File: config.mk
export PLATFORM = sky130hd
export DESIGN_NAME = integer_to_roman_numeral_unit
export DESIGN_NICKNAME = d
export VERILOG_FILES = /design/src/rtl/i2r_pkg.sv /design/src/rtl/integer_to_roman_numeral_unit.sv
export SDC_FILE = /design/constraint.sdc
export NUM_CORES = 1
export LEC_CHECK = 0
export ABC_AREA = 1
export BUFFER_PORTS_ARGS = -buffer_cell sky130_fd_sc_hd__buf_2
export CELL_PAD_IN_SITES_DETAIL_PLACEMENT = 1
export CELL_PAD_IN_SITES_GLOBAL_PLACEMENT = 1
export CORE_UTILIZATION = 46
export DETAILED_ROUTE_END_ITERATION = 8
export PLACE_DENSITY_LB_ADDON = 0.1
export SLEW_MARGIN = 0
export SYNTH_ARGS = -nofsm -noshare
export SYNTH_HDL_FRONTEND = slang
export SYNTH_SLANG_ARGS = --single-unit
File: constraint.sdc
create_clock -name clk -period 9.1 [get_ports clk]
set_clock_uncertainty 0.1 [all_clocks]
set_input_delay 2.73 -clock clk [delete_from_list [all_inputs] [get_ports clk]]
set_output_delay 2.73 -clock clk [all_outputs]
set_load 0.01 [all_outputs]
File: src/rtl/i2r_pkg.sv
// Shared constants, microcode word type and microcode ROM for the
// integer to Roman numeral unit. No dependencies.
package i2r_pkg;

	localparam int unsigned VALUE_W = 12;
	localparam int unsigned CHAR_W  = 8;
	localparam int unsigned WEIGHT_W = 10;
	localparam int unsigned PC_W    = 5;

	localparam logic [VALUE_W-1:0] MAX_VALUE = 12'd3999;

	localparam logic [CHAR_W-1:0] CH_NONE = 8'h00;
	localparam logic [CHAR_W-1:0] CH_I    = 8'h49;
	localparam logic [CHAR_W-1:0] CH_V    = 8'h56;
	localparam logic [CHAR_W-1:0] CH_X    = 8'h58;
	localparam logic [CHAR_W-1:0] CH_L    = 8'h4C;
	localparam logic [CHAR_W-1:0] CH_C    = 8'h43;
	localparam logic [CHAR_W-1:0] CH_D    = 8'h44;
	localparam logic [CHAR_W-1:0] CH_M    = 8'h4D;

	localparam logic [PC_W-1:0] STEP_FIRST = 5'd0;
	localparam logic [PC_W-1:0] STEP_EMPTY = 5'd19;

	typedef enum logic [1:0] {
		OP_TEST,   // rem >= weight ? emit ch : jump to jmp
		OP_EMIT,   // emit ch, subtract weight, jump to jmp
		OP_EMPTY   // emit the empty marker and finish
	} op_t;

	typedef struct packed {
		op_t                 op;
		logic                pair;    // TEST hit starts a two-letter symbol
		logic [WEIGHT_W-1:0] weight;
		logic [CHAR_W-1:0]   ch;
		logic [PC_W-1:0]     jmp;
	} ucode_t;

	// Program: one TEST per table entry, plus an EMIT for the second
	// letter of CM, CD, XC, XL, IX and IV which also does the subtract.
	function automatic ucode_t ucode(input logic [PC_W-1:0] pc);
		ucode_t w;
		case (pc)
			5'd0:    w = '{OP_TEST, 1'b0, 10'd1000, CH_M, 5'd1};
			5'd1:    w = '{OP_TEST, 1'b1, 10'd900,  CH_C, 5'd3};
			5'd2:    w = '{OP_EMIT, 1'b0, 10'd900,  CH_M, 5'd1};
			5'd3:    w = '{OP_TEST, 1'b0, 10'd500,  CH_D, 5'd4};
			5'd4:    w = '{OP_TEST, 1'b1, 10'd400,  CH_C, 5'd6};
			5'd5:    w = '{OP_EMIT, 1'b0, 10'd400,  CH_D, 5'd4};
			5'd6:    w = '{OP_TEST, 1'b0, 10'd100,  CH_C, 5'd7};
			5'd7:    w = '{OP_TEST, 1'b1, 10'd90,   CH_X, 5'd9};
			5'd8:    w = '{OP_EMIT, 1'b0, 10'd90,   CH_C, 5'd7};
			5'd9:    w = '{OP_TEST, 1'b0, 10'd50,   CH_L, 5'd10};
			5'd10:   w = '{OP_TEST, 1'b1, 10'd40,   CH_X, 5'd12};
			5'd11:   w = '{OP_EMIT, 1'b0, 10'd40,   CH_L, 5'd10};
			5'd12:   w = '{OP_TEST, 1'b0, 10'd10,   CH_X, 5'd13};
			5'd13:   w = '{OP_TEST, 1'b1, 10'd9,    CH_I, 5'd15};
			5'd14:   w = '{OP_EMIT, 1'b0, 10'd9,    CH_X, 5'd13};
			5'd15:   w = '{OP_TEST, 1'b0, 10'd5,    CH_V, 5'd16};
			5'd16:   w = '{OP_TEST, 1'b1, 10'd4,    CH_I, 5'd18};
			5'd17:   w = '{OP_EMIT, 1'b0, 10'd4,    CH_V, 5'd16};
			5'd18:   w = '{OP_TEST, 1'b0, 10'd1,    CH_I, 5'd18};
			default: w = '{OP_EMPTY, 1'b0, 10'd0,   CH_NONE, STEP_FIRST};
		endcase
		return w;
	endfunction

endpackage

File: src/rtl/integer_to_roman_numeral_unit.sv
// Integer to Roman numeral unit: takes a 12-bit value per request and returns
// its Roman numeral one ASCII character per output request, is_last on the
// final one. Zero and values above 3999 give a single empty result
// (out_of_range set for the latter). Once a request is taken, a microcoded
// sequencer steps through a 20-word ROM, one word a cycle while the output
// register can take a result. A step either emits a character or falls
// through a table entry that no longer fits. The longest numeral, 3888, has
// 15 characters and 12 fall-throughs. A result that is stalled downstream
// holds the sequencer until the output register can take a result again.
// in_stall stays high until the last character has been loaded into the
// output register; the output register lets the next request in while that
// character is still waiting downstream.
module integer_to_roman_numeral_unit (
	input  logic                        clk,
	input  logic                        arst_n,
	input  logic                        in_valid,
	output logic                        in_stall,
	input  logic [i2r_pkg::VALUE_W-1:0] value,
	output logic                        out_valid,
	input  logic                        out_stall,
	output logic [i2r_pkg::CHAR_W-1:0]  symbol_char,
	output logic                        is_last,
	output logic                        is_empty,
	output logic                        out_of_range
);
	import i2r_pkg::*;

	// sequencer state
	logic                busy_q;
	logic [PC_W-1:0]     pc_q;
	logic [VALUE_W-1:0]  rem_q;
	logic                oor_q;

	// output register
	logic                out_valid_q;
	logic [CHAR_W-1:0]   symbol_char_q;
	logic                is_last_q;
	logic                is_empty_q;
	logic                out_of_range_q;

	ucode_t              uw;
	logic                in_take;
	logic                out_free;
	logic                step_en;
	logic                hit;
	logic [VALUE_W-1:0]  diff;
	logic                emit;
	logic                emit_last;
	logic                emit_empty;
	logic [CHAR_W-1:0]   emit_ch;
	logic [PC_W-1:0]     pc_nxt;
	logic [VALUE_W-1:0]  rem_nxt;
	logic                in_zero;
	logic                in_oor;

	assign in_stall = busy_q;
	assign in_take  = in_valid & ~busy_q;
	assign in_zero  = (value == '0);
	assign in_oor   = (value > MAX_VALUE);

	// Sequencer may step whenever the output register can take a result.
	assign out_free = ~out_valid_q | ~out_stall;
	assign step_en  = busy_q & out_free;

	assign uw   = ucode(pc_q);
	assign hit  = (rem_q >= {{(VALUE_W-WEIGHT_W){1'b0}}, uw.weight});
	assign diff = rem_q - {{(VALUE_W-WEIGHT_W){1'b0}}, uw.weight};

	// Decode of the current control word.
	always_comb begin
		emit       = 1'b0;
		emit_last  = 1'b0;
		emit_empty = 1'b0;
		emit_ch    = uw.ch;
		pc_nxt     = pc_q;
		rem_nxt    = rem_q;
		case (uw.op)
			OP_TEST: begin
				if (hit) begin
					emit = 1'b1;
					if (uw.pair) begin
						// first letter of a pair; the EMIT word subtracts
						pc_nxt = pc_q + 5'd1;
					end else begin
						rem_nxt   = diff;
						emit_last = (diff == '0);
					end
				end else begin
					pc_nxt = uw.jmp;
				end
			end
			OP_EMIT: begin
				emit      = 1'b1;
				rem_nxt   = diff;
				pc_nxt    = uw.jmp;
				emit_last = (diff == '0);
			end
			OP_EMPTY: begin
				emit       = 1'b1;
				emit_last  = 1'b1;
				emit_empty = 1'b1;
				emit_ch    = CH_NONE;
			end
			default: begin
				emit      = 1'b1;
				emit_last = 1'b1;
			end
		endcase
	end

	always_ff @(posedge clk or negedge arst_n) begin
		if (!arst_n) begin
			busy_q <= 1'b0;
			pc_q   <= STEP_FIRST;
		end else if (in_take) begin
			busy_q <= 1'b1;
			pc_q   <= (in_zero | in_oor) ? STEP_EMPTY : STEP_FIRST;
		end else if (step_en) begin
			pc_q <= pc_nxt;
			if (emit && emit_last) begin
				busy_q <= 1'b0;
			end
		end
	end

	// remainder and range flag: payload, no reset
	always_ff @(posedge clk) begin
		if (in_take) begin
			rem_q <= value;
			oor_q <= in_oor;
		end else if (step_en) begin
			rem_q <= rem_nxt;
		end
	end

	always_ff @(posedge clk or negedge arst_n) begin
		if (!arst_n) begin
			out_valid_q <= 1'b0;
		end else if (step_en && emit) begin
			out_valid_q <= 1'b1;
		end else if (out_valid_q && !out_stall) begin
			out_valid_q <= 1'b0;
		end
	end

	always_ff @(posedge clk) begin
		if (step_en && emit) begin
			symbol_char_q  <= emit_ch;
			is_last_q      <= emit_last;
			is_empty_q     <= emit_empty;
			out_of_range_q <= emit_empty & oor_q;
		end
	end

	assign out_valid    = out_valid_q;
	assign symbol_char  = symbol_char_q;
	assign is_last      = is_last_q;
	assign is_empty     = is_empty_q;
	assign out_of_range = out_of_range_q;

endmodule

==> results.cfg <==
[floorplan]
start_util_pct = 48.33
fp.dieW_um = 78.53
die_area_sq_um = 6166
fp-row-count = 27
io_pins = 29
die_y_um = 78.53
fp.coreArea_sq_um = 5574

[worst_setup_path]
slowest_delay_ns = 0.43
cpLargestDelayFamily = simple AND/OR/NAND/NOR gates
crit_fanout = 12
cp_common_cell = nand2_1
cp_cell_sequence = buf_2 > a21oi_1 > o21ai_0 > inv_1 > nand2_1 > nand2_1
crit_type = in2reg
arrival_ns = 4.07
required_ns = 8.92
crit_path_end_kind = register
crit_buf_inv = 2
crit_slowest_cell = nand2_1
critPathLaunchType = input pin

[cells_and_area]
antenna_cells = 0
n_fill_cell = 764
nNetsFinal = 448
drive_gt1_share_pct = 14.53
fin_cells = 485
syn2layout_area_growth_pct = 9.568

[clock_network]
post_cts_buffers = 0
cts_resized = 0
cts_tree = yes
cts_root_buffer = clkbuf_8
postCtsHoldBufs = 0
cts_buffers = 5
clock_tree.buffer_depth = 2
clock_latency_ns = 0.28
htree_levels = 2
clock_sinks = 29
path_clk_slew_ns = 0.06

[min_path]
hp-class = reg2reg

[timing]
fin_crit_ns = 4.255
rsz0062_at_grt = false
clock.fmax_mhz = 235.0
setup_violations = 0
finalSetupTns_ns = 0
hold_violations = 0
relSlewSlack_pct = 56.41
worst_pin_slew_ns = 0.6539
fin_crit_sh_pct = 46.75
slew_violations = 0

[grt]
grt_start_max_net_pins = 19
grt_pass1_wl_mm = 13.46
grt_usage_pct = 28.51
overflow = 0
grt_antenna_before_repair = 0
grt_pass1_vias = 2780

[place]
port_buffers = 26
place_congestion = 0.8876
place_hpwl_mm = 6.434
dp.cells = 477

[routing]
drcViolationCount = 0
num_vias = 2682
first_pass_iters = 4
wl_per_cell_um = 16.61
totalWireLength_mm = 8.057
viasPerCell = 5.530
drt_iter0_markers = 78
drtAntennaViolNets = 0

[status]
status = completed

[yosys]
ys.flop_type = edfxtp_1
synth_edf_count = 22
synth-seq-cells = 29
yosysUniqueCellTypes = 38
async_flop_share_pct = 24.14
synth_area_sq_um = 2694
synth.avg_cell_area_sq_um = 6.907
yosysSeqAreaShare_pct = 31.03
yosys_warnings = 0
synth_cells = 390

[run]
cap_violations = 0
registers in the layout, summed over array words and instances (netlist names):
name / count
is_empty: 1
out_of_range: 1
pc_q: 5
in_stall: 1
symbol_char: 6
oor_q: 1
out_valid: 1
is_last: 1
rem_q: 12
path summary, 6_finish.rpt:
| check | start | to | slack, ns | depth (start not counted) |
|---|---|---|---|---|
| min in group asynchronous | arst_n | in_stall | 2.18 | 1 |
| setup / recovery | out_stall | rem_q[4] | 4.85 | 6 |
| setup reg to reg | pc_q[0] | rem_q[4] | 4.94 | 16 |
| hold reg to reg | in_stall | in_stall | 0.42 | 2 |
| hold / removal | in_stall | in_stall | 0.42 | 2 |
| max in group asynchronous | arst_n | pc_q[1] | 6.54 | 1 |
cell usage after synthesis, types with 2 or more instances:
cell,count,area [sq um]
edfxtp_1,22,660.6
xor2_1,2,17.52
nand2_1,117,439.2
clkbuf_1,5,18.77
ha_1,19,237.7
o311ai_0,2,17.52
o211ai_1,4,30.03
dfrtp_1,7,175.2
nor4_1,3,18.77
o21ai_0,19,95.09
nor3_1,2,10.01
nor2_1,40,150.1
nor2_2,3,18.77
o21ai_1,5,25.02
buf_4,5,37.54
nand4_1,6,37.54
a31oi_1,8,50.05
nand3b_1,2,15.01
a21oi_2,2,17.52
nand3_1,27,135.1
nand3_2,4,40.04
a21oi_1,12,60.06
nand2_2,8,50.05
inv_1,46,172.7
inv_2,4,15.01
nand2_4,4,45.04
cell usage in the layout, fill, tap and decap left out, types with 2 or more instances in the layout:
cell / count
clkbuf_8: 5
o21ai_0: 19
buf_2: 26
xor2_1: 2
nand3b_1: 2
nand3_1: 27
inv_2: 4
nand2_4: 4
a21oi_1: 12
a31oi_1: 8
nor2_1: 40
a21oi_2: 2
nand2_2: 8
nand3_2: 4
inv_1: 46
o311ai_0: 2
dfrtp_1: 7
nor3_1: 2
nor2_2: 3
ha_1: 19
conb_1: 2
nand2_1: 117
nor4_1: 3
nand4_1: 6
edfxtp_1: 22
o21ai_1: 5
o211ai_1: 4
per-stage QoR:
step	cell area [sq um]	hold WS [ns]	worst slack (ns)	utilization (%)
after global placement	2845	0.3750	4.684	51.04
after detailed placement	2845	0.3924	4.589	51.04
after floorplan	2698	0.4192	5.004	-
final	2952	0.4153	4.845	52.95
after CTS	2952	0.4256	4.848	52.95
after global routing	2952	0.4602	4.588	52.95
kinds of logic after synthesis:
family / share of synthesized area, %
AO/OA/AOI/OAI: 11.84
other: 0.1392
buffers and inverters: 9.893
AND/OR/NAND/NOR: 36.55
adder cells (fa/ha/maj): 9.568
XOR/XNOR: 0.9756
flip-flops: 31.03
worst min-delay path, cell delays in order, from the launching register on:
cell and delay [ns]:
dfrtp_1 0.38, nand2_1 0.06, nand2_1 0.04
metal layers:
layer  wire length, um  part of all wire, %  global-route usage, %  vias to the layer above
li1                  -                    -                      -                     1326
met1              3529                   44                  34.20                     1286
met2              4159                   52                  52.52                       57
met3               212                  2.6                  3.140                       13
met4               155                  1.9                  9.074                        0
met5                 0                    0                      0                        -
final cells by class:
type / instances / area [sq um] / area share (%)
clock inverter: 2 / 33.78 / 1.145
timing repair buffer: 26 / 130.1 / 4.409
tap: 72 / 90.09 / 3.052
multi-input combinational: 299 / 1595 / 54.05
clock buffer: 6 / 72.57 / 2.459
inverter: 51 / 193.9 / 6.571
sequential: 29 / 835.8 / 28.32
Power is left out: the tool's default activity adds up to more than one toggle a clock period on the data nets, which glitch-free logic cannot reach.
